--- src/sv/aes_ctr_pkg.sv ---
// Package: shared types, constants and AES functions for the CTR keystream core.
package aes_ctr_pkg;

   localparam int unsigned RoundCount = 10;
   localparam int unsigned CsrIndexWidth = 2;
   localparam int unsigned WordWidth = 64;
   localparam int unsigned BlockWidth = 128;
   localparam int unsigned RoundWidth = 4;

   localparam logic [CsrIndexWidth-1:0] CsrKeyHigh = 2'd0;
   localparam logic [CsrIndexWidth-1:0] CsrKeyLow = 2'd1;
   localparam logic [CsrIndexWidth-1:0] CsrNonce = 2'd2;

   typedef struct packed {
      logic [BlockWidth-1:0] ctr_block;
      logic [BlockWidth-1:0] data;
   } job_type;

   localparam logic [7:0] SBOX [256] = '{
      8'h63,8'h7c,8'h77,8'h7b,8'hf2,8'h6b,8'h6f,8'hc5,8'h30,8'h01,8'h67,8'h2b,8'hfe,8'hd7,8'hab,8'h76,
      8'hca,8'h82,8'hc9,8'h7d,8'hfa,8'h59,8'h47,8'hf0,8'had,8'hd4,8'ha2,8'haf,8'h9c,8'ha4,8'h72,8'hc0,
      8'hb7,8'hfd,8'h93,8'h26,8'h36,8'h3f,8'hf7,8'hcc,8'h34,8'ha5,8'he5,8'hf1,8'h71,8'hd8,8'h31,8'h15,
      8'h04,8'hc7,8'h23,8'hc3,8'h18,8'h96,8'h05,8'h9a,8'h07,8'h12,8'h80,8'he2,8'heb,8'h27,8'hb2,8'h75,
      8'h09,8'h83,8'h2c,8'h1a,8'h1b,8'h6e,8'h5a,8'ha0,8'h52,8'h3b,8'hd6,8'hb3,8'h29,8'he3,8'h2f,8'h84,
      8'h53,8'hd1,8'h00,8'hed,8'h20,8'hfc,8'hb1,8'h5b,8'h6a,8'hcb,8'hbe,8'h39,8'h4a,8'h4c,8'h58,8'hcf,
      8'hd0,8'hef,8'haa,8'hfb,8'h43,8'h4d,8'h33,8'h85,8'h45,8'hf9,8'h02,8'h7f,8'h50,8'h3c,8'h9f,8'ha8,
      8'h51,8'ha3,8'h40,8'h8f,8'h92,8'h9d,8'h38,8'hf5,8'hbc,8'hb6,8'hda,8'h21,8'h10,8'hff,8'hf3,8'hd2,
      8'hcd,8'h0c,8'h13,8'hec,8'h5f,8'h97,8'h44,8'h17,8'hc4,8'ha7,8'h7e,8'h3d,8'h64,8'h5d,8'h19,8'h73,
      8'h60,8'h81,8'h4f,8'hdc,8'h22,8'h2a,8'h90,8'h88,8'h46,8'hee,8'hb8,8'h14,8'hde,8'h5e,8'h0b,8'hdb,
      8'he0,8'h32,8'h3a,8'h0a,8'h49,8'h06,8'h24,8'h5c,8'hc2,8'hd3,8'hac,8'h62,8'h91,8'h95,8'he4,8'h79,
      8'he7,8'hc8,8'h37,8'h6d,8'h8d,8'hd5,8'h4e,8'ha9,8'h6c,8'h56,8'hf4,8'hea,8'h65,8'h7a,8'hae,8'h08,
      8'hba,8'h78,8'h25,8'h2e,8'h1c,8'ha6,8'hb4,8'hc6,8'he8,8'hdd,8'h74,8'h1f,8'h4b,8'hbd,8'h8b,8'h8a,
      8'h70,8'h3e,8'hb5,8'h66,8'h48,8'h03,8'hf6,8'h0e,8'h61,8'h35,8'h57,8'hb9,8'h86,8'hc1,8'h1d,8'h9e,
      8'he1,8'hf8,8'h98,8'h11,8'h69,8'hd9,8'h8e,8'h94,8'h9b,8'h1e,8'h87,8'he9,8'hce,8'h55,8'h28,8'hdf,
      8'h8c,8'ha1,8'h89,8'h0d,8'hbf,8'he6,8'h42,8'h68,8'h41,8'h99,8'h2d,8'h0f,8'hb0,8'h54,8'hbb,8'h16
   };

   function automatic logic [7:0] xtime(input logic [7:0] x);
      return {x[6:0], 1'b0} ^ (x[7] ? 8'h1b : 8'h00);
   endfunction

   function automatic logic [7:0] rcon(input logic [RoundWidth-1:0] r);
      logic [7:0] v;
      unique case (r)
         4'd1: v = 8'h01;
         4'd2: v = 8'h02;
         4'd3: v = 8'h04;
         4'd4: v = 8'h08;
         4'd5: v = 8'h10;
         4'd6: v = 8'h20;
         4'd7: v = 8'h40;
         4'd8: v = 8'h80;
         4'd9: v = 8'h1b;
         4'd10: v = 8'h36;
         default: v = 8'h00;
      endcase
      return v;
   endfunction

   // byte i of a block sits at bits 127-8i down to 120-8i
   function automatic logic [7:0] get_byte(input logic [BlockWidth-1:0] b, input int i);
      return b[BlockWidth-1-8*i -: 8];
   endfunction

   function automatic logic [BlockWidth-1:0] next_round_key(
      input logic [BlockWidth-1:0] k, input logic [RoundWidth-1:0] r);
      logic [31:0] w0, w1, w2, w3, t;
      w0 = k[127:96];
      w1 = k[95:64];
      w2 = k[63:32];
      w3 = k[31:0];
      t = {SBOX[w3[23:16]] ^ rcon(r), SBOX[w3[15:8]], SBOX[w3[7:0]], SBOX[w3[31:24]]};
      w0 = w0 ^ t;
      w1 = w1 ^ w0;
      w2 = w2 ^ w1;
      w3 = w3 ^ w2;
      return {w0, w1, w2, w3};
   endfunction

   function automatic logic [BlockWidth-1:0] aes_round(
      input logic [BlockWidth-1:0] s, input logic last);
      logic [7:0] t [16];
      logic [7:0] a0, a1, a2, a3, al;
      logic [BlockWidth-1:0] o;
      o = '0;
      for (int c = 0; c < 4; c++) begin
         for (int i = 0; i < 4; i++) begin
            t[i + 4*c] = SBOX[get_byte(s, i + 4*((c + i) % 4))];
         end
      end
      for (int c = 0; c < 4; c++) begin
         a0 = t[4*c];
         a1 = t[4*c+1];
         a2 = t[4*c+2];
         a3 = t[4*c+3];
         al = a0 ^ a1 ^ a2 ^ a3;
         if (!last) begin
            a0 = t[4*c] ^ al ^ xtime(t[4*c] ^ t[4*c+1]);
            a1 = t[4*c+1] ^ al ^ xtime(t[4*c+1] ^ t[4*c+2]);
            a2 = t[4*c+2] ^ al ^ xtime(t[4*c+2] ^ t[4*c+3]);
            a3 = t[4*c+3] ^ al ^ xtime(t[4*c+3] ^ t[4*c]);
         end
         o[BlockWidth-1-32*c -: 32] = {a0, a1, a2, a3};
      end
      return o;
   endfunction

endpackage

--- src/sv/aes_ctr_if.sv ---


interface aes_ctr_rsp_if;
   logic valid;
   logic ready;
   logic [63:0] result_high;
   logic [63:0] result_low;
   modport source(output valid, result_high, result_low, input ready);
   modport sink(input valid, result_high, result_low, output ready);
endinterface

--- src/sv/aes_ctr_back.sv ---
// Back end: iterative AES-128 round unit with on-the-fly key schedule and output register.
module aes_ctr_back (
   input  logic clock,
   input  logic reset,
   input  logic [127:0] key,
   input  logic job_valid,
   output logic job_ready,
   input  aes_ctr_pkg::job_type job,
   aes_ctr_rsp_if.source rsp
);
   typedef enum logic [1:0] {
      IDLE = 2'b01,
      RUN  = 2'b10
   } state_type;

   state_type state_ff, state_in;
   logic [aes_ctr_pkg::RoundWidth-1:0] round_ff, round_in;
   logic [127:0] st_ff, st_in, rk_ff, rk_in, data_ff, nk, rs;
   logic [127:0] res_ff;
   logic rv_ff;
   logic last, done;

   assign last = (round_ff == aes_ctr_pkg::RoundWidth'(aes_ctr_pkg::RoundCount));
   assign nk = aes_ctr_pkg::next_round_key(rk_ff, round_ff);
   assign rs = aes_ctr_pkg::aes_round(st_ff, last) ^ nk;
   assign done = (state_ff == RUN) && last && (!rv_ff || rsp.ready);
   assign job_ready = (state_ff == IDLE);
   assign rsp.valid = rv_ff;
   assign rsp.result_high = res_ff[127:64];
   assign rsp.result_low = res_ff[63:0];

   always_comb begin
      state_in = state_ff;
      round_in = round_ff;
      st_in = st_ff;
      rk_in = rk_ff;
      unique case (state_ff)
         IDLE: begin
            if (job_valid) begin
               st_in = job.ctr_block ^ key;
               rk_in = key;
               round_in = 4'd1;
               state_in = RUN;
            end
         end
         RUN: begin
            if (!last) begin
               st_in = rs;
               rk_in = nk;
               round_in = round_ff + 4'd1;
            end else if (done) begin
               state_in = IDLE;
            end
         end
         default: state_in = IDLE;
      endcase
   end

   always_ff @(posedge clock) begin
      if (reset) begin
         state_ff <= IDLE;
         rv_ff <= 1'b0;
      end else begin
         state_ff <= state_in;
         if (done) rv_ff <= 1'b1;
         else if (rsp.ready) rv_ff <= 1'b0;
      end
   end

   always_ff @(posedge clock) begin
      round_ff <= round_in;
      st_ff <= st_in;
      rk_ff <= rk_in;
      if (job_valid && job_ready) data_ff <= job.data;
      if (done) res_ff <= rs ^ data_ff;
   end
endmodule

--- src/flat_wrapper.sv ---
// flat-port wrapper written by rule: the top's interface ports become plain ports
module aes_ctr_back_flat 
  (clock, reset, key, job_valid, job_ready, job, rsp_valid, rsp_result_high, rsp_result_low, rsp_ready);
  aes_ctr_rsp_if rsp_i ();
  input  logic clock;
  input  logic reset;
  input  logic [127:0] key;
  input  logic job_valid;
  output logic job_ready;
  input  aes_ctr_pkg::job_type job;
  output wire logic [$bits(rsp_i.valid)-1:0] rsp_valid;
  output wire logic [$bits(rsp_i.result_high)-1:0] rsp_result_high;
  output wire logic [$bits(rsp_i.result_low)-1:0] rsp_result_low;
  input wire logic [$bits(rsp_i.ready)-1:0] rsp_ready;
  assign rsp_valid = rsp_i.valid;
  assign rsp_result_high = rsp_i.result_high;
  assign rsp_result_low = rsp_i.result_low;
  assign rsp_i.ready = rsp_ready;
  aes_ctr_back u_core (.clock(clock), .reset(reset), .key(key), .job_valid(job_valid), .job_ready(job_ready), .job(job), .rsp(rsp_i));
endmodule
--- config.mk ---
export PLATFORM = sky130hd
export DESIGN_NAME = aes_ctr_back_flat
export DESIGN_NICKNAME = d
export VERILOG_FILES = /design/src/sv/aes_ctr_pkg.sv /design/src/sv/aes_ctr_if.sv /design/src/sv/aes_ctr_back.sv /design/src/flat_wrapper.sv
export SDC_FILE = /design/constraint.sdc
export NUM_CORES = 2
export LEC_CHECK = 0
export BUFFER_PORTS_ARGS = -buffer_cell sky130_fd_sc_hd__buf_4
export CORE_MARGIN = 5
export CORE_UTILIZATION = 24
export CTS_CLUSTER_SIZE = 28
export DETAILED_ROUTE_END_ITERATION = 8
export PLACE_DENSITY = 0.35
export SETUP_SLACK_MARGIN = 0.15
export SYNTH_ARGS = -nofsm -noshare
export SYNTH_HDL_FRONTEND = slang
export SYNTH_SLANG_ARGS = --single-unit
export TNS_END_PERCENT = 50
--- constraint.sdc ---
create_clock -name clock -period 33.4 [get_ports clock]
set_input_delay 1.67 -clock clock [delete_from_list [all_inputs] [get_ports clock]]
set_output_delay 1.67 -clock clock [all_outputs]
set_load 0.005 [all_outputs]
==> results.txt <==
----------------------------------------------------
[Outcome]
  Status ... finished, violations left
  Violations in the final reports ... slew limit

[Place]
  Port bufs ... 517
  Weighted congestion reported at the end of routability-driven placement ... 0.9904
  Detailed-placement wirelength estimate ... 442700 µm
  Placement Setup Slack ... 26.37 ns

[Routing]
  Drt via density ... 6.236
  Post-route ant nets ... 0
  Wire length reported by the detailed router ... 602900 µm
  Routed via count ... 111.6k
  Iter 0 DRT Violations ... 18.40k
  DR DRC count ... 0
  Wire length per cell ... 33.71 µm
  Number of detailed-route iterations in the first pass ... 7

[Yosys]
  Count of different cell masters after synthesis ... 129
  Top post-synthesis cells by area ... sky130_fd_sc_hd__edfxtp_1, sky130_fd_sc_hd__o21ai_0, sky130_fd_sc_hd__xnor2_1, sky130_fd_sc_hd__a21oi_1, sky130_fd_sc_hd__nand2_1
  Async set or reset register ratio after synthesis ... 0%
  Post-synthesis instance area ... 96520 µm²
  Number of flops mapped to enable cells by yosys ... 516
  Number of instances in the synthesized netlist ... 13.00k
  Post-synthesis register bit count ... 527
  Biggest area consumer among synthesized cells ... sky130_fd_sc_hd__edfxtp_1
  Commonest register cell after synthesis ... sky130_fd_sc_hd__edfxtp_1
  Net count after synthesis ... 13.70k
  Area share of the largest cell type after synthesis ... 16.05%
  Avg Synthesized Cell Area ... 7.427 µm²
  Synth Warn # ... 0
  Sequential element share of the synthesized area ... 16.28%

[Layout]
  Area growth from synthesis to layout ... 9.809%
  Share of layout cells above drive strength 1 ... 12.76%
  Net count of the finished layout ... 13.23k

[Timing]
  Actual slew at the worst max-slew pin ... 1.500 ns
  Setup repair after global routing missed its margin ... no
  Post-Route Setup TNS ... 0 ns
  Relative slew slack ... -0.02722%
  Worst Slack Setup Final ... 26.29 ns
  Final worst-path cycle share ... 21.28%
  Final Hold Vio Count ... 0
  Top achievable clock speed ... 140.7 MHz
  # setup viols final ... 0
  Layout Skew ... 0.1029 ns
  Time the final worst path needs with I/O delays and setup ... 7.106 ns
  Final slew viol count ... 14

[Min path]
  Critical hold path startpoint ... u_core.data_ff[3]
  Hold path depth ... 1
  Terminating pin of the worst hold path ... u_core.res_ff[3]
  Path type of the worst min-delay path ... register to register

[CTS]
  Cts hold-fix bufs ... 0
  Number of buffers created by CTS ... 87
  Clock insertion delay at the later pin of the skew report ... 0.91 ns
  Setup bufs post-CTS ... 0
  Max clock buf depth ... 4
  Sinks on Clock Net ... 527
  CTS tree ... yes
  Quantity of gates resized following cts ... 0
  H-tree level count ... 3
  Root Driver ... sky130_fd_sc_hd__clkbuf_16
  Worst-path clk slew ... 0.08 ns

[Pwr]
  Sw Share ... 56.71%
  Proportion of power drawn by combinational gates ... 74.4%
  Internal power component ... 3.266 mW
  Static leakage ... 36.89 nW
  Design Power ... 7.543 mW
  Clock share of power ... 13.0%
  Net switching power figure ... 4.278 mW
  Pwr/cell area ... 71.17 nW/µm²
  Largest vdd supply drop ... 0.04292 mV
  Sequential share of power ... 12.6%

[Setup path]
  Cell with the largest stage delay on the worst path ... sky130_fd_sc_hd__xnor2_2
  CP cell instances ... buf_4 > inv_1 > buf_4 > a21oi_1 > nor2_1 > a221oi_1 > a211oi_1 > nor3_1 > a21oi_1 > xor2_1 > xnor2_2 > xnor2_1 > xnor2_1 > o21ai_0
  Largest stage delay, worst path ... 1.06 ns
  Register-to-register setup slack ... 26.29 ns
  Source of the worst register-to-register timing path ... u_core.rk_ff[3]
  Startpoint Class ... register
  Path type of the worst setup path ... register to register
  Worst r2r path cells ... 14
  Critical path endpoint category ... register
  Largest delay share family, worst path ... XOR/XNOR gates
  Buffering stage count on the worst path with inverters included ... 3
  Crit Path Max Fanout ... 83
  Data arrival time of the critical path ... 7.65 ns
  Required @ worst endpoint ... 33.95 ns
  Reg2reg end ... u_core.st_ff[72]

[Die]
  Die Span X ... 644.2 µm
  Vertical die dimension ... 644.2 µm
  Die Footprint ... 415000 µm²
  Std-Cell Core Area ... 400000 µm²
  Initial standard-cell utilization of the core ... 24.13%
  Site row count ... 232
  Ports placed on the boundary ... 518

[Global routing]
  Number of global-route vias before repair ... 103.7k
  First-pass GRT wire length ... 837900 µm
  Remaining global-route overflow ... 0
  Pin count of the biggest net entering global routing ... 140
  Antenna violations before repair ... 36
  Aggregate global-route resource usage ... 27.21%

[Flow run]
  Maxcap violations ... 0

----------------------------------------------------
## power groups by stage
stage,Sequential (mW),Clock [mW],Combinational [mW]
after global placement,0.963,0,5.61
after floorplan,0.962,0,3.26
final,0.950,0.978,5.62
after detailed placement,0.963,0,5.54
after CTS,0.950,1.01,5.57
after global routing,0.952,1.03,5.85
## per-stage QoR
stage / cells / hold WS (ns) / cell area, µm² / util [%]
after floorplan: 13000 / 0.5269 / 96520 / -
after global placement: 17700 / 0.5298 / 103000 / 25.75
after detailed placement: 17700 / 0.5342 / 103100 / 25.76
after CTS: 17860 / 0.5373 / 105900 / 26.48
after global routing: 17880 / 0.5557 / 106000 / 26.49
final: 17890 / 0.5391 / 106000 / 26.50
## layout make-up
type                       instances  area (µm²)
tap                             5265        6588
clock inverter                    51       565.5
inverter                         218       825.8
multi-input combinational      10800       73170
sequential                       527       15720
clock buffer                     103        2290
timing repair buffer             893        6764
fill                           44230      294000
antenna                           30       75.07
## placed cells by master, fill, tap and decap left out, types with 200 or more instances in the layout
cell type,instances
sky130_fd_sc_hd__xnor2_1,605
sky130_fd_sc_hd__a311oi_1,207
sky130_fd_sc_hd__o311ai_0,221
sky130_fd_sc_hd__edfxtp_1,516
sky130_fd_sc_hd__nor2b_1,314
sky130_fd_sc_hd__nor2_1,882
sky130_fd_sc_hd__ha_1,318
sky130_fd_sc_hd__nand3_1,427
sky130_fd_sc_hd__a31oi_1,305
sky130_fd_sc_hd__xor2_1,371
sky130_fd_sc_hd__nor3_1,457
sky130_fd_sc_hd__nand2_1,1227
sky130_fd_sc_hd__a211oi_1,255
sky130_fd_sc_hd__o21ai_0,1111
sky130_fd_sc_hd__mux4_2,200
sky130_fd_sc_hd__buf_4,886
sky130_fd_sc_hd__nand2b_1,409
sky130_fd_sc_hd__o211ai_1,250
sky130_fd_sc_hd__a21oi_1,1003
## metal layers
metal / wire (µm) / GRT usage, % / up-vias
met4: 40140 / 14.54 / 6
met3: 53120 / 4.652 / 1193
met1: 240200 / 35.33 / 55240
met5: 261 / 0 / -
li1: - / - / 47850
met2: 269200 / 42.95 / 7268
## registers in the layout (all words and copies together), names as in the netlist, named ones only
signal            flops
u_core.rk_ff        128
u_core.round_ff       4
u_core.rsp.valid      1
u_core.state_ff       2
u_core.data_ff      128
u_core.res_ff       128
u_core.st_ff        128
## worst max-delay path by stage
stage,cells after the start,end,from,slack (ns)
after floorplan,2,u_core.res_ff[0],rsp_ready,22.26
after global placement,14,u_core.st_ff[40],u_core.rk_ff[3],25.20
after detailed placement,15,u_core.st_ff[48],u_core.rk_ff[9],26.37
after CTS,15,u_core.st_ff[48],u_core.rk_ff[9],26.43
after global routing,14,u_core.st_ff[72],u_core.rk_ff[1],26.23
final,14,u_core.st_ff[72],u_core.rk_ff[3],26.29
## cell families (layout without fill, tap and decap cells)
logic type	Yosys count	after routing	share of synthesized area [%]
muxes	388	388	6.741
and+or+nand+nor	4383	4383	22.10
xor gates and xnor gates	1054	1054	10.23
AOI/OAI and AO/OA	4656	4656	32.48
adders and majority gates	320	320	4.143
DFF	527	527	16.28
other	0	30	0
buffers and inverters	1668	1265	8.024
## cells in the mapped netlist (all sizes together) (41+ instances only)
cell,count
buf,786
mux2,46
xnor2,646
nand4,52
o2111ai,59
a211oi,258
nor3,459
and3,82
o311ai,229
a2111oi,50
o211ai,256
and2,116
a21oi,1007
nand3,427
a211o,66
nor2b,319
a31oi,310
o21a,58
o21ai,1177
mux4,200
xor2,402
or2,112
a21o,45
a311o,54
or3,71
ha,318
nand2,1232
edfxtp,516
clkbuf,664
nor3b,63
nor2,895
inv,178
o311a,51
o31ai,139
nand3b,41
a311oi,215
nand2b,412
mux2i,142
a221oi,100
o221ai,74
o22ai,71
Power figures use the tool's default switching activity.
