[src/sv/aes_ctr_pkg.sv]
// Package: shared types, constants and AES functions for the CTR keystream core.
package aes_ctr_pkg;

   localparam int unsigned RoundCount = 10;
   localparam int unsigned CsrIndexWidth = 2;
   localparam int unsigned WordWidth = 64;
   localparam int unsigned BlockWidth = 128;
   localparam int unsigned RoundWidth = 4;

   localparam logic [CsrIndexWidth-1:0] CsrKeyHigh = 2'd0;
   localparam logic [CsrIndexWidth-1:0] CsrKeyLow = 2'd1;
   localparam logic [CsrIndexWidth-1:0] CsrNonce = 2'd2;

   typedef struct packed {
      logic [BlockWidth-1:0] ctr_block;
      logic [BlockWidth-1:0] data;
   } job_type;

   localparam logic [7:0] SBOX [256] = '{
      8'h63,8'h7c,8'h77,8'h7b,8'hf2,8'h6b,8'h6f,8'hc5,8'h30,8'h01,8'h67,8'h2b,8'hfe,8'hd7,8'hab,8'h76,
      8'hca,8'h82,8'hc9,8'h7d,8'hfa,8'h59,8'h47,8'hf0,8'had,8'hd4,8'ha2,8'haf,8'h9c,8'ha4,8'h72,8'hc0,
      8'hb7,8'hfd,8'h93,8'h26,8'h36,8'h3f,8'hf7,8'hcc,8'h34,8'ha5,8'he5,8'hf1,8'h71,8'hd8,8'h31,8'h15,
      8'h04,8'hc7,8'h23,8'hc3,8'h18,8'h96,8'h05,8'h9a,8'h07,8'h12,8'h80,8'he2,8'heb,8'h27,8'hb2,8'h75,
      8'h09,8'h83,8'h2c,8'h1a,8'h1b,8'h6e,8'h5a,8'ha0,8'h52,8'h3b,8'hd6,8'hb3,8'h29,8'he3,8'h2f,8'h84,
      8'h53,8'hd1,8'h00,8'hed,8'h20,8'hfc,8'hb1,8'h5b,8'h6a,8'hcb,8'hbe,8'h39,8'h4a,8'h4c,8'h58,8'hcf,
      8'hd0,8'hef,8'haa,8'hfb,8'h43,8'h4d,8'h33,8'h85,8'h45,8'hf9,8'h02,8'h7f,8'h50,8'h3c,8'h9f,8'ha8,
      8'h51,8'ha3,8'h40,8'h8f,8'h92,8'h9d,8'h38,8'hf5,8'hbc,8'hb6,8'hda,8'h21,8'h10,8'hff,8'hf3,8'hd2,
      8'hcd,8'h0c,8'h13,8'hec,8'h5f,8'h97,8'h44,8'h17,8'hc4,8'ha7,8'h7e,8'h3d,8'h64,8'h5d,8'h19,8'h73,
      8'h60,8'h81,8'h4f,8'hdc,8'h22,8'h2a,8'h90,8'h88,8'h46,8'hee,8'hb8,8'h14,8'hde,8'h5e,8'h0b,8'hdb,
      8'he0,8'h32,8'h3a,8'h0a,8'h49,8'h06,8'h24,8'h5c,8'hc2,8'hd3,8'hac,8'h62,8'h91,8'h95,8'he4,8'h79,
      8'he7,8'hc8,8'h37,8'h6d,8'h8d,8'hd5,8'h4e,8'ha9,8'h6c,8'h56,8'hf4,8'hea,8'h65,8'h7a,8'hae,8'h08,
      8'hba,8'h78,8'h25,8'h2e,8'h1c,8'ha6,8'hb4,8'hc6,8'he8,8'hdd,8'h74,8'h1f,8'h4b,8'hbd,8'h8b,8'h8a,
      8'h70,8'h3e,8'hb5,8'h66,8'h48,8'h03,8'hf6,8'h0e,8'h61,8'h35,8'h57,8'hb9,8'h86,8'hc1,8'h1d,8'h9e,
      8'he1,8'hf8,8'h98,8'h11,8'h69,8'hd9,8'h8e,8'h94,8'h9b,8'h1e,8'h87,8'he9,8'hce,8'h55,8'h28,8'hdf,
      8'h8c,8'ha1,8'h89,8'h0d,8'hbf,8'he6,8'h42,8'h68,8'h41,8'h99,8'h2d,8'h0f,8'hb0,8'h54,8'hbb,8'h16
   };

   function automatic logic [7:0] xtime(input logic [7:0] x);
      return {x[6:0], 1'b0} ^ (x[7] ? 8'h1b : 8'h00);
   endfunction

   function automatic logic [7:0] rcon(input logic [RoundWidth-1:0] r);
      logic [7:0] v;
      unique case (r)
         4'd1: v = 8'h01;
         4'd2: v = 8'h02;
         4'd3: v = 8'h04;
         4'd4: v = 8'h08;
         4'd5: v = 8'h10;
         4'd6: v = 8'h20;
         4'd7: v = 8'h40;
         4'd8: v = 8'h80;
         4'd9: v = 8'h1b;
         4'd10: v = 8'h36;
         default: v = 8'h00;
      endcase
      return v;
   endfunction

   // byte i of a block sits at bits 127-8i down to 120-8i
   function automatic logic [7:0] get_byte(input logic [BlockWidth-1:0] b, input int i);
      return b[BlockWidth-1-8*i -: 8];
   endfunction

   function automatic logic [BlockWidth-1:0] next_round_key(
      input logic [BlockWidth-1:0] k, input logic [RoundWidth-1:0] r);
      logic [31:0] w0, w1, w2, w3, t;
      w0 = k[127:96];
      w1 = k[95:64];
      w2 = k[63:32];
      w3 = k[31:0];
      t = {SBOX[w3[23:16]] ^ rcon(r), SBOX[w3[15:8]], SBOX[w3[7:0]], SBOX[w3[31:24]]};
      w0 = w0 ^ t;
      w1 = w1 ^ w0;
      w2 = w2 ^ w1;
      w3 = w3 ^ w2;
      return {w0, w1, w2, w3};
   endfunction

   function automatic logic [BlockWidth-1:0] aes_round(
      input logic [BlockWidth-1:0] s, input logic last);
      logic [7:0] t [16];
      logic [7:0] a0, a1, a2, a3, al;
      logic [BlockWidth-1:0] o;
      o = '0;
      for (int c = 0; c < 4; c++) begin
         for (int i = 0; i < 4; i++) begin
            t[i + 4*c] = SBOX[get_byte(s, i + 4*((c + i) % 4))];
         end
      end
      for (int c = 0; c < 4; c++) begin
         a0 = t[4*c];
         a1 = t[4*c+1];
         a2 = t[4*c+2];
         a3 = t[4*c+3];
         al = a0 ^ a1 ^ a2 ^ a3;
         if (!last) begin
            a0 = t[4*c] ^ al ^ xtime(t[4*c] ^ t[4*c+1]);
            a1 = t[4*c+1] ^ al ^ xtime(t[4*c+1] ^ t[4*c+2]);
            a2 = t[4*c+2] ^ al ^ xtime(t[4*c+2] ^ t[4*c+3]);
            a3 = t[4*c+3] ^ al ^ xtime(t[4*c+3] ^ t[4*c]);
         end
         o[BlockWidth-1-32*c -: 32] = {a0, a1, a2, a3};
      end
      return o;
   endfunction

endpackage

[src/sv/aes_ctr_if.sv]
// Interfaces: valid/ready channels for data blocks and results.
interface aes_ctr_req_if;
   logic valid;
   logic ready;
   logic first_block;
   logic [63:0] data_high;
   logic [63:0] data_low;
   modport source(output valid, first_block, data_high, data_low, input ready);
   modport sink(input valid, first_block, data_high, data_low, output ready);
endinterface


[src/sv/aes_ctr_front.sv]
// Front end: counter tracking, counter block build and two-entry job queue.
module aes_ctr_front (
   input  logic clock,
   input  logic reset,
   input  logic [63:0] nonce,
   aes_ctr_req_if.sink req,
   output logic job_valid,
   input  logic job_ready,
   output aes_ctr_pkg::job_type job
);
   logic [63:0] counter_ff, counter_in, ctr;
   aes_ctr_pkg::job_type q_ff [2];
   logic rd_ff, wr_ff;
   logic [1:0] cnt_ff;
   logic push, pop;

   assign req.ready = (cnt_ff != 2'd2);
   assign push = req.valid && req.ready;
   assign job_valid = (cnt_ff != 2'd0);
   assign pop = job_valid && job_ready;
   assign job = q_ff[rd_ff];
   assign ctr = req.first_block ? 64'd1 : counter_ff;
   assign counter_in = ctr + 64'd1;

   always_ff @(posedge clock) begin
      if (reset) begin
         counter_ff <= 64'd1;
         rd_ff <= 1'b0;
         wr_ff <= 1'b0;
         cnt_ff <= 2'd0;
      end else begin
         if (push) begin
            counter_ff <= counter_in;
            wr_ff <= ~wr_ff;
         end
         if (pop) rd_ff <= ~rd_ff;
         cnt_ff <= cnt_ff + {1'b0, push} - {1'b0, pop};
      end
   end

   always_ff @(posedge clock) begin
      if (push) begin
         q_ff[wr_ff] <= '{ctr_block: {nonce, ctr}, data: {req.data_high, req.data_low}};
      end
   end
endmodule

[src/flat_wrapper.sv]
// flat-port wrapper written by rule: the top's interface ports become plain ports
module aes_ctr_front_flat 
  (clock, reset, nonce, job_valid, job_ready, job, req_valid, req_first_block, req_data_high, req_data_low, req_ready);
  aes_ctr_req_if req_i ();
  input  logic clock;
  input  logic reset;
  input  logic [63:0] nonce;
  output logic job_valid;
  input  logic job_ready;
  output aes_ctr_pkg::job_type job;
  input wire logic [$bits(req_i.valid)-1:0] req_valid;
  input wire logic [$bits(req_i.first_block)-1:0] req_first_block;
  input wire logic [$bits(req_i.data_high)-1:0] req_data_high;
  input wire logic [$bits(req_i.data_low)-1:0] req_data_low;
  output wire logic [$bits(req_i.ready)-1:0] req_ready;
  assign req_i.valid = req_valid;
  assign req_i.first_block = req_first_block;
  assign req_i.data_high = req_data_high;
  assign req_i.data_low = req_data_low;
  assign req_ready = req_i.ready;
  aes_ctr_front u_core (.clock(clock), .reset(reset), .nonce(nonce), .req(req_i), .job_valid(job_valid), .job_ready(job_ready), .job(job));
endmodule
[config.mk]
export PLATFORM = sky130hd
export DESIGN_NAME = aes_ctr_front_flat
export DESIGN_NICKNAME = d
export VERILOG_FILES = /design/src/sv/aes_ctr_pkg.sv /design/src/sv/aes_ctr_if.sv /design/src/sv/aes_ctr_front.sv /design/src/flat_wrapper.sv
export SDC_FILE = /design/constraint.sdc
export NUM_CORES = 1
export LEC_CHECK = 0
export BUFFER_PORTS_ARGS = -buffer_cell sky130_fd_sc_hd__buf_2
export CORE_MARGIN = 1.5
export CORE_UTILIZATION = 59
export DETAILED_ROUTE_END_ITERATION = 8
export MAX_ROUTING_LAYER = met4
export PLACE_DENSITY = 0.85
export REMOVE_ABC_BUFFERS = 1
export SYNTH_ARGS = -nofsm -noshare
export SYNTH_HDL_FRONTEND = slang
export SYNTH_SLANG_ARGS = --single-unit
[constraint.sdc]
create_clock -name clock -period 33.1 [get_ports clock]
set_input_delay 4.965 -clock clock [delete_from_list [all_inputs] [get_ports clock]]
set_output_delay 4.965 -clock clock [all_outputs]
set_load 0.01 [all_outputs]
==> metrics.txt, run 1 <==
status=finished clean; metal2 WL=around 29 mm; Ports=455; Die H=200 um; root buffer cell=clkbuf_16; vias in the first global route=13759; mapped cell area=around 0.023 mm^2; Die Wd=200 um; setup slack after layout=24.41 ns; Vias=roughly 14000; overall routed net length=about 54 mm; Power Total=2.03 mW; Clock Sinks=between 500 and 600; largest net degree at the start of global routing=82; PostCTS Resize Cnt=0; most used cell, CP=buf_4; sequential area share after synthesis=73.6%; Synth Register Bits=581; YS warnings=0; type of the most critical hold path=register to register; Setup Buffers After CTS=0; met1 wire length=approximately 19 mm; H-tree depth=2; R2R Setup Slk=28.58 ns; CP peak stage delay=0.90 ns; grt total ovfl=0; syn avg cell area=approximately 16 um^2; final hold vios=0; reg2reg end=u_core.q_ff[1][78]$_DFFE_PP_; post-layout min period=roughly 8.7 ns; Worst-path clk slew=0.06 ns; Tot GR Track Use=26.7%; Slew Viols, Final=0; clk_skew=0.0126 ns; most frequent cells in the layout=512 x edfxtp_1, 454 x buf_2, 260 x mux2_2, 68 x dfxtp_1, 66 x nand2_1; Final #Nets=2043; Worst VDD drop=54.6 uV; Critical-path top delay cell=buf_4; gpl congestion=about 0.91; Max Clk Rate=0.115 GHz; Worst setup EP type=primary output; most common cell after layout, fill and taps aside=edfxtp_1; share of cells above drive strength 1=43.7%; Remaining DRCs=0; final period utilization=about a quarter; hold buffers post-CTS=0; CTS Buf Count=56; Die Area=0.0398 mm^2; Worst EP arrival=between 3 and 4 ns; Pre-antenna DRT Iters=7; Pleak=9.79 nW; final cell count without fillers=2424; DP HPWL=roughly 36 mm; Area Overhead vs Synth=19.9%; setup violators final=0; Startpoint Class=register; Fill cells=2396; row count=71; first-pass GRT wire length=a little under 80 mm; Post-synth top flop=edfxtp_1; latest clock arrival within the worst-skew pair=0.60 ns; Rel. slew slack=8.47%; max cap viols=0; RSZ-0062 raised after global routing=no; starting density of the core=60.2%; Fin Setup TNS=0 ns; dpl cells=~2300; TritonCTS clock tree=done; WL met3=between 4 and 5 mm; core area=0.0378 mm^2; max layer used=met4; vias per cell=between 5 and 6; FFs w/ async S/R, synth=0%; Post-synth EDFFs=about 500; crit-path cells=buf_4, buf_4, mux2_2, buf_2; Pwr Density=74.2 mW/mm^2; post-route ant nets=0; Syn Inst Count=1383; DR iter-0 viols=1119; R2R depth=6; Synth cell types=46; Crit Path Category=register to primary output; IO buf count=454; clk buf depth=3; Worst EP required=around 28 ns; Worst R2R Start=u_core.cnt_ff[1]$_SDFF_PP0_; wire per inst=22.2 um; Critical Path End=job[26]; crit-path max FO=78; Worst Tran Pin Value=1.35 ns; Setup WS pre-CTS=24.17 ns; initial antenna violation count=23
==> worst min-delay path by stage <==
stage                                       start                            endpoint  slack, ns  depth (start not counted)
6_report                u_core.rd_ff$_SDFFE_PP0P_           u_core.rd_ff$_SDFFE_PP0P_       0.53                          2
3_3_place_gp            u_core.rd_ff$_SDFFE_PP0P_                            register       0.49                          2
5_1_grt        u_core.counter_ff[36]$_SDFFE_PP0P_  u_core.counter_ff[36]$_SDFFE_PP0P_       0.57                          2
2_1_floorplan   u_core.counter_ff[1]$_SDFFE_PP0P_   u_core.counter_ff[1]$_SDFFE_PP0P_       0.47                          2
3_5_place_dp            u_core.rd_ff$_SDFFE_PP0P_                            register       0.52                          2
4_1_cts                 u_core.rd_ff$_SDFFE_PP0P_           u_core.rd_ff$_SDFFE_PP0P_       0.54                          2
==> worst max-delay path: cells and delay by family, from the launching register on <==
kind | cells | cell delay, ns
buf+inv | 3 | 1.82
flops | 1 | 0.72
mux | 1 | 0.46
==> sequential cells by signal, summed over array words and instances (netlist names), named ones only <==
name,cells
u_core.q_ff,512
u_core.cnt_ff,2
u_core.wr_ff,1
u_core.rd_ff,1
u_core.counter_ff,64
==> report_power, final <==
group	internal (mW)	switching, mW	leakage (nW)
Clock	0.336	0.256	0.826
Sequential	0.920	0.0328	5.38
Combinational	0.209	0.274	3.59
==> synthesized netlist by cell type, types with 7 or more instances <==
| library cell | instances | area (um^2) |
|---|---|---|
| inv_1 | 12 | 45.0 |
| nor2b_1 | 58 | 363 |
| dfxtp_1 | 69 | 1380 |
| nand4b_1 | 9 | 78.8 |
| o21ai_0 | 7 | 35.0 |
| and3_1 | 16 | 100 |
| buf_1 | 7 | 26.3 |
| a31o_2 | 12 | 105 |
| nor2_1 | 48 | 180 |
| a21oi_1 | 47 | 235 |
| and2_1 | 10 | 62.6 |
| xnor2_1 | 10 | 87.6 |
| or4_1 | 7 | 52.6 |
| mux2_2 | 260 | 2930 |
| o211ai_1 | 9 | 67.6 |
| nand2_1 | 66 | 248 |
| a211o_1 | 10 | 87.6 |
| edfxtp_1 | 512 | 15400 |
| clkbuf_1 | 56 | 210 |
| nand3_1 | 23 | 115 |
| nor3_1 | 11 | 55.1 |
| xor2_1 | 11 | 96.3 |
| nand4_1 | 31 | 194 |
| and4_1 | 7 | 61.3 |
| nand3b_1 | 7 | 52.6 |
| nor4_1 | 17 | 106 |
==> cell type report <==
cell class,count,area (um^2),area share (%)
inverter,12,45.0,0.165
clock buffer,78,1530,5.58
clock inverter,26,171,0.627
sequential,581,16800,61.3
timing repair buffer,469,2380,8.73
tap,511,639,2.34
multi-input combinational,723,5740,21.0
antenna,24,60.1,0.220
==> layer usage <==
metal  track usage [%]  vias to the layer above
li1                  -                     6296
met1              28.8                     6857
met2              46.0                      642
met3              6.18                      131
met4              13.8                        0
met5                 -                        -
==> metrics by stage <==
step	hold WS (ns)	utilization, %	area, um^2
final	0.532	72.2	27300
after floorplan	0.474	-	22500
after global routing	0.568	72.2	27300
after CTS	0.541	72.0	27300
after detailed placement	0.520	67.6	25600
after global placement	0.492	67.6	25600
==> logic make-up (layout without fill, tap and decap cells) <==
kind of cell             after synthesis  in the layout  synth area share, %
AO/OA/AOI/OAI                        104            104                 2.98
XOR/XNOR                              21             21                0.807
adder cells (fa/ha/maj)                3              3                0.165
buffers and inverters                 79            585                 1.35
flip-flops                           581            581                 73.6
multiplexers                         260            260                 12.9
other                                  0             24                    0
AND/OR/NAND/NOR                      335            335                 8.30
No activity file was read; power rests on OpenSTA's default activity.
==> run 2: changes to the inputs <==
- CORE_UTILIZATION: 59 -> 55
- PLACE_DENSITY: 0.85 -> 0.8
- clock period: 33.1 -> 9.05 ns (I/O delays scaled with it)
==> metrics.txt, run 2 (synthesized netlist as in run 1, its figures left out) <==
status=finished clean; post-layout min period=4.45 ns; vias per cell=5.65; most frequent cells in the layout=512 x edfxtp_1, 454 x buf_2, 260 x mux2_2, 68 x dfxtp_1, 66 x nand2_1; Min-Delay Startpoint=u_core.counter_ff[1]$_SDFFE_PP0P_; Setup Buffers After CTS=0; Ports=455; RSZ-0062 raised after global routing=no; overall routed net length=about 53 mm; Clock Sinks=just under 600; Vias=13735; Setup WS pre-CTS=4.05 ns; Area Overhead vs Synth=20.3%; Tot GR Track Use=24.3%; R2R Setup Slk=between 5 and 6 ns; latest clock arrival within the worst-skew pair=0.60 ns; Worst EP required=9.57 ns; most flop-heavy register=u_core.q_ff; Worst R2R Start=u_core.cnt_ff[1]$_SDFF_PP0_; DR iter-0 viols=1016; Final #Nets=2039; initial antenna violation count=19; max cap viols=0; most common cell after layout, fill and taps aside=edfxtp_1; Worst setup EP type=register; Die Wd=between 200 and 250 um; CTS Buf Count=56; setup violators final=0; final period utilization=49.2%; TritonCTS clock tree=done; DP HPWL=roughly 35 mm; H-tree depth=2; Die Area=between 0.04 and 0.05 mm^2; Hold EP=u_core.counter_ff[1]$_SDFFE_PP0P_; gpl congestion=0.877; crit-path max FO=between 50 and 60; IO buf count=454; type of the most critical hold path=register to register; clk buf depth=3; Worst EP arrival=4.97 ns; biggest regs=u_core.q_ff x512, u_core.counter_ff x64, u_core.cnt_ff x2; Worst VDD drop=~350 uV; Die H=roughly 210 um; Post-DP Area=0.0256 mm^2; setup slack after layout=4.60 ns; Worst Tran Pin Value=1.38 ns; post-route ant nets=0; Fin Setup TNS=0 ns; worst setup path startpoint=req_first_block; Startpoint Class=primary input; vias in the first global route=13313; starting density of the core=a little under three fifths; Pleak=a little under 10 nW; hold path depth=2; post-route design area=about 0.027 mm^2; root buffer cell=clkbuf_16; Crit Path Category=primary input to register; share of cells above drive strength 1=44.0%; Max Clk Rate=0.225 GHz; Remaining DRCs=0; Pre-antenna DRT Iters=7; core area=a little over 0.04 mm^2; first-pass GRT wire length=75.7 mm; wire per inst=21.9 um; PostCTS Resize Cnt=0; grt total ovfl=0; R2R depth=6; Worst-path clk slew=0.06 ns; reg2reg end=u_core.q_ff[0][1]$_DFFE_PP_; largest net degree at the start of global routing=between 150 and 200; Slew Viols, Final=0; max FFs per register=512; row count=74; Rel. slew slack=6.91%; final hold vios=0; clk_skew=0.0257 ns; Pwr Density=273 mW/mm^2; hold buffers post-CTS=0
[run 2: cell count changes in the layout (fill, tap and decap cells not counted), sizes merged]
cell and change:
inv -1, buf -4, clkinv -2, diode -6, bufinv +3, clkbuf -3, clkinvlp +1
[run 2: worst max-delay path, stage by stage]
cell and delay [ns]:
buf_2 0.56, buf_4 0.58, or2_2 0.20, ha_1 0.20
nand3_1 0.21, nor3_1 0.52, nand4_1 0.49, or4_1 0.66
a21oi_1 0.15
[run 2: report_power, final]
| group | total (mW) | switching [mW] | internal, mW |
|---|---|---|---|
| Clock | 2.25 | 0.938 | 1.31 |
| Sequential | 3.48 | 0.112 | 3.37 |
| Combinational | 1.76 | 0.988 | 0.769 |
| Total | 7.48 | 2.04 | 5.45 |
[run 2: worst max path at each step]
| stage | end |
|---|---|
| 2_1_floorplan | u_core.q_ff[0][0]$_DFFE_PP_ |
| 3_3_place_gp | u_core.counter_ff[54]$_SDFFE_PP0P_ |
| 3_5_place_dp | u_core.counter_ff[46]$_SDFFE_PP0P_ |
| 4_1_cts | u_core.counter_ff[46]$_SDFFE_PP0P_ |
| 5_1_grt | u_core.counter_ff[46]$_SDFFE_PP0P_ |
| 6_report | u_core.counter_ff[46]$_SDFFE_PP0P_ |
[run 2: per-layer routing]
layer	vias to the layer above	GRT usage, %	share of wire [%]
met5	-	-	0
met4	0	9.68	3.1
met2	526	41.7	53
met3	115	6.51	7.9
li1	6275	-	-
met1	6819	26.7	36
[run 2: layout make-up]
type / count / area [um^2]
repair buffers: 465 / 2390
inverters: 12 / 45.0
multi-input cells: 723 / 5740
well taps: 532 / 666
diodes: 18 / 45.0
flip-flops and latches: 581 / 16800
fillers: 2787 / 13400
clock buffers: 75 / 1510
clock inverters: 27 / 260
[run 2: through the flow]
step,total power [mW],hold WS (ns),util (%),std cells
after detailed placement,5.29,0.528,62.7,2313
after CTS,7.55,0.536,67.0,2415
final,7.48,0.535,67.1,2433
after global placement,5.24,0.493,62.7,2313
after floorplan,4.79,0.474,-,1316
after global routing,7.79,0.564,67.1,2429
==> run 3: changes to the inputs <==
- CORE_UTILIZATION: 55 -> 50
- PLACE_DENSITY: 0.8 -> 0.76
- clock period: 9.05 -> 3.87 ns (I/O delays scaled with it)
==> metrics.txt, run 3 (synthesized netlist as in run 1, its figures left out) <==
grt met1 use=27.2%; reg2reg end=u_core.counter_ff[58]$_SDFFE_PP0P_; Ports=455; share of cells above drive strength 1=between 40% and 50%; Remaining DRCs=0; met2 Use GR=39.5%; Worst EP arrival=2.46 ns; setup violators final=0; overall routed net length=53.9 mm; Pleak=10.1 nW; Pre-antenna DRT Iters=5; fin util=61.8%; setup slack after layout=0.827 ns; biggest regs=u_core.q_ff x512, u_core.counter_ff x64, u_core.cnt_ff x2; clk buf depth=3; Tot GR Track Use=23.0%; hold slack=0.156 ns; post-route design area=about 0.028 mm^2; Slew Viols, Final=0; Pwr Density=641 mW/mm^2; final period utilization=78.6%; vias in the first global route=around 14000; Worst setup EP type=primary output; IO buf count=454; met3 usage=4.31%; most common cell after layout, fill and taps aside=edfxtp_1; Crit Path Category=register to primary output; RSZ-0062 raised after global routing=no; most flop-heavy register=u_core.q_ff; row count=78; Post-DP Area=0.0260 mm^2; Die Area=0.0469 mm^2; post-layout min period=just over 3 ns; initial antenna violation count=14; Worst-path clk slew=roughly 0.06 ns; CP peak stage delay=0.75 ns; type of the most critical hold path=primary input to register; R2R depth=7; first-pass GRT wire length=80.2 mm; most frequent cells in the layout=512 x edfxtp_1, 454 x buf_2, 260 x mux2_2, 68 x dfxtp_1, 66 x nand2_1; max cap viols=0; core area=~0.045 mm^2; Clock Sinks=approximately 580; hold buffers post-CTS=0; largest net degree at the start of global routing=approximately 100; wire per inst=21.3 um; DR iter-0 viols=1136; Fill cells=about 3300; vias per cell=5.53; gpl congestion=0.963; total area of multi-input combinational cells=0.00574 mm^2; max FFs per register=a little over 500; post-route ant nets=0; PostCTS Resize Cnt=0; starting density of the core=50.4%; DP HPWL=36.9 mm; Die Wd=216 um; clk_skew=just under 0.02 ns; Setup WS pre-CTS=0.718 ns; area occupied by registers=0.0168 mm^2; Startpoint Class=register; GRT busiest layer=met2; TritonCTS clock tree=done; Vias=13975; Final #Nets=approximately 2100; Die H=between 200 and 250 um; root buffer cell=clkbuf_16; Max Clk Rate=0.329 GHz; Critical Path End=job[96]; Worst VDD drop=~480 uV; R2R Setup Slk=1.23 ns; Power Total=between 15 and 20 mW; final hold vios=0; crit-path max FO=36; Area Overhead vs Synth=22.5%; Critical-path top delay cell=dfxtp_4; Setup Buffers After CTS=0; Worst R2R Start=u_core.counter_ff[1]$_SDFFE_PP0P_; status=finished clean; grt total ovfl=0; Worst Tran Pin Value=0.987 ns; H-tree depth=2; crit-path cells=buf_4, mux2_2, buf_2; hold path depth=1; latest clock arrival within the worst-skew pair=0.61 ns; Rel. slew slack=34.2%; Worst EP required=3.29 ns; CTS Buf Count=59
-- run 3: cell count changes in the layout (fill, tap and decap cells not counted), moves of 3 or more --
cell,before,now
clkinv_1,9,13
diode_2,18,10
buf_4,8,28
buf_12,3,11
clkbuf_16,57,60
-- run 3: through the flow --
step	setup TNS, ns	std cells
after floorplan	-3935.33	1316
after global placement	0	2409
after detailed placement	0	2409
after CTS	0	2518
after global routing	0	2525
final	0	2528
-- run 3: worst min path at each step --
stage / startpoint / endpoint / slack (ns)
after floorplan: u_core.counter_ff[1]$_SDFFE_PP0P_ / u_core.counter_ff[1]$_SDFFE_PP0P_ / 0.47
after global placement: u_core.rd_ff$_SDFFE_PP0P_ / register / 0.50
after detailed placement: u_core.rd_ff$_SDFFE_PP0P_ / register / 0.50
after CTS: req_data_low[18] / u_core.q_ff[0][18]$_DFFE_PP_ / 0.12
after global routing: req_data_high[21] / u_core.q_ff[0][85]$_DFFE_PP_ / 0.13
final: req_data_high[1] / u_core.q_ff[1][65]$_DFFE_PP_ / 0.16
-- run 3: cell type report --
cell class / instances / area share [%]
Sequential cell: 581 / 60.0
Multi-Input combinational cell: 723 / 20.5
Timing Repair Buffer: 493 / 9.68
Clock buffer: 76 / 5.59
Tap cell: 600 / 2.69
Clock inverter: 33 / 1.19
Inverter: 12 / 0.161
Antenna cell: 10 / 0.0897
-- run 3: layer usage --
metal	vias to the layer above	part of all wire, %
li1	6351	-
met5	-	0
met1	6956	38
met4	0	3.0
met3	114	6.3
met2	554	52
-- run 3: report_power, final --
group	total [mW]	switching (mW)	internal, mW	leakage [nW]
combinational	4.22	2.32	1.90	3.75
sequential	8.12	0.272	7.85	5.38
clock	5.54	2.30	3.24	0.920
total	17.9	4.89	13.0	10.1
-- run 3: critical path, delay by kind of cell (launching register included) --
kind     cells  cell delay [ns]
buf+inv      2             0.66
mux          1             0.40
flops        1             0.75
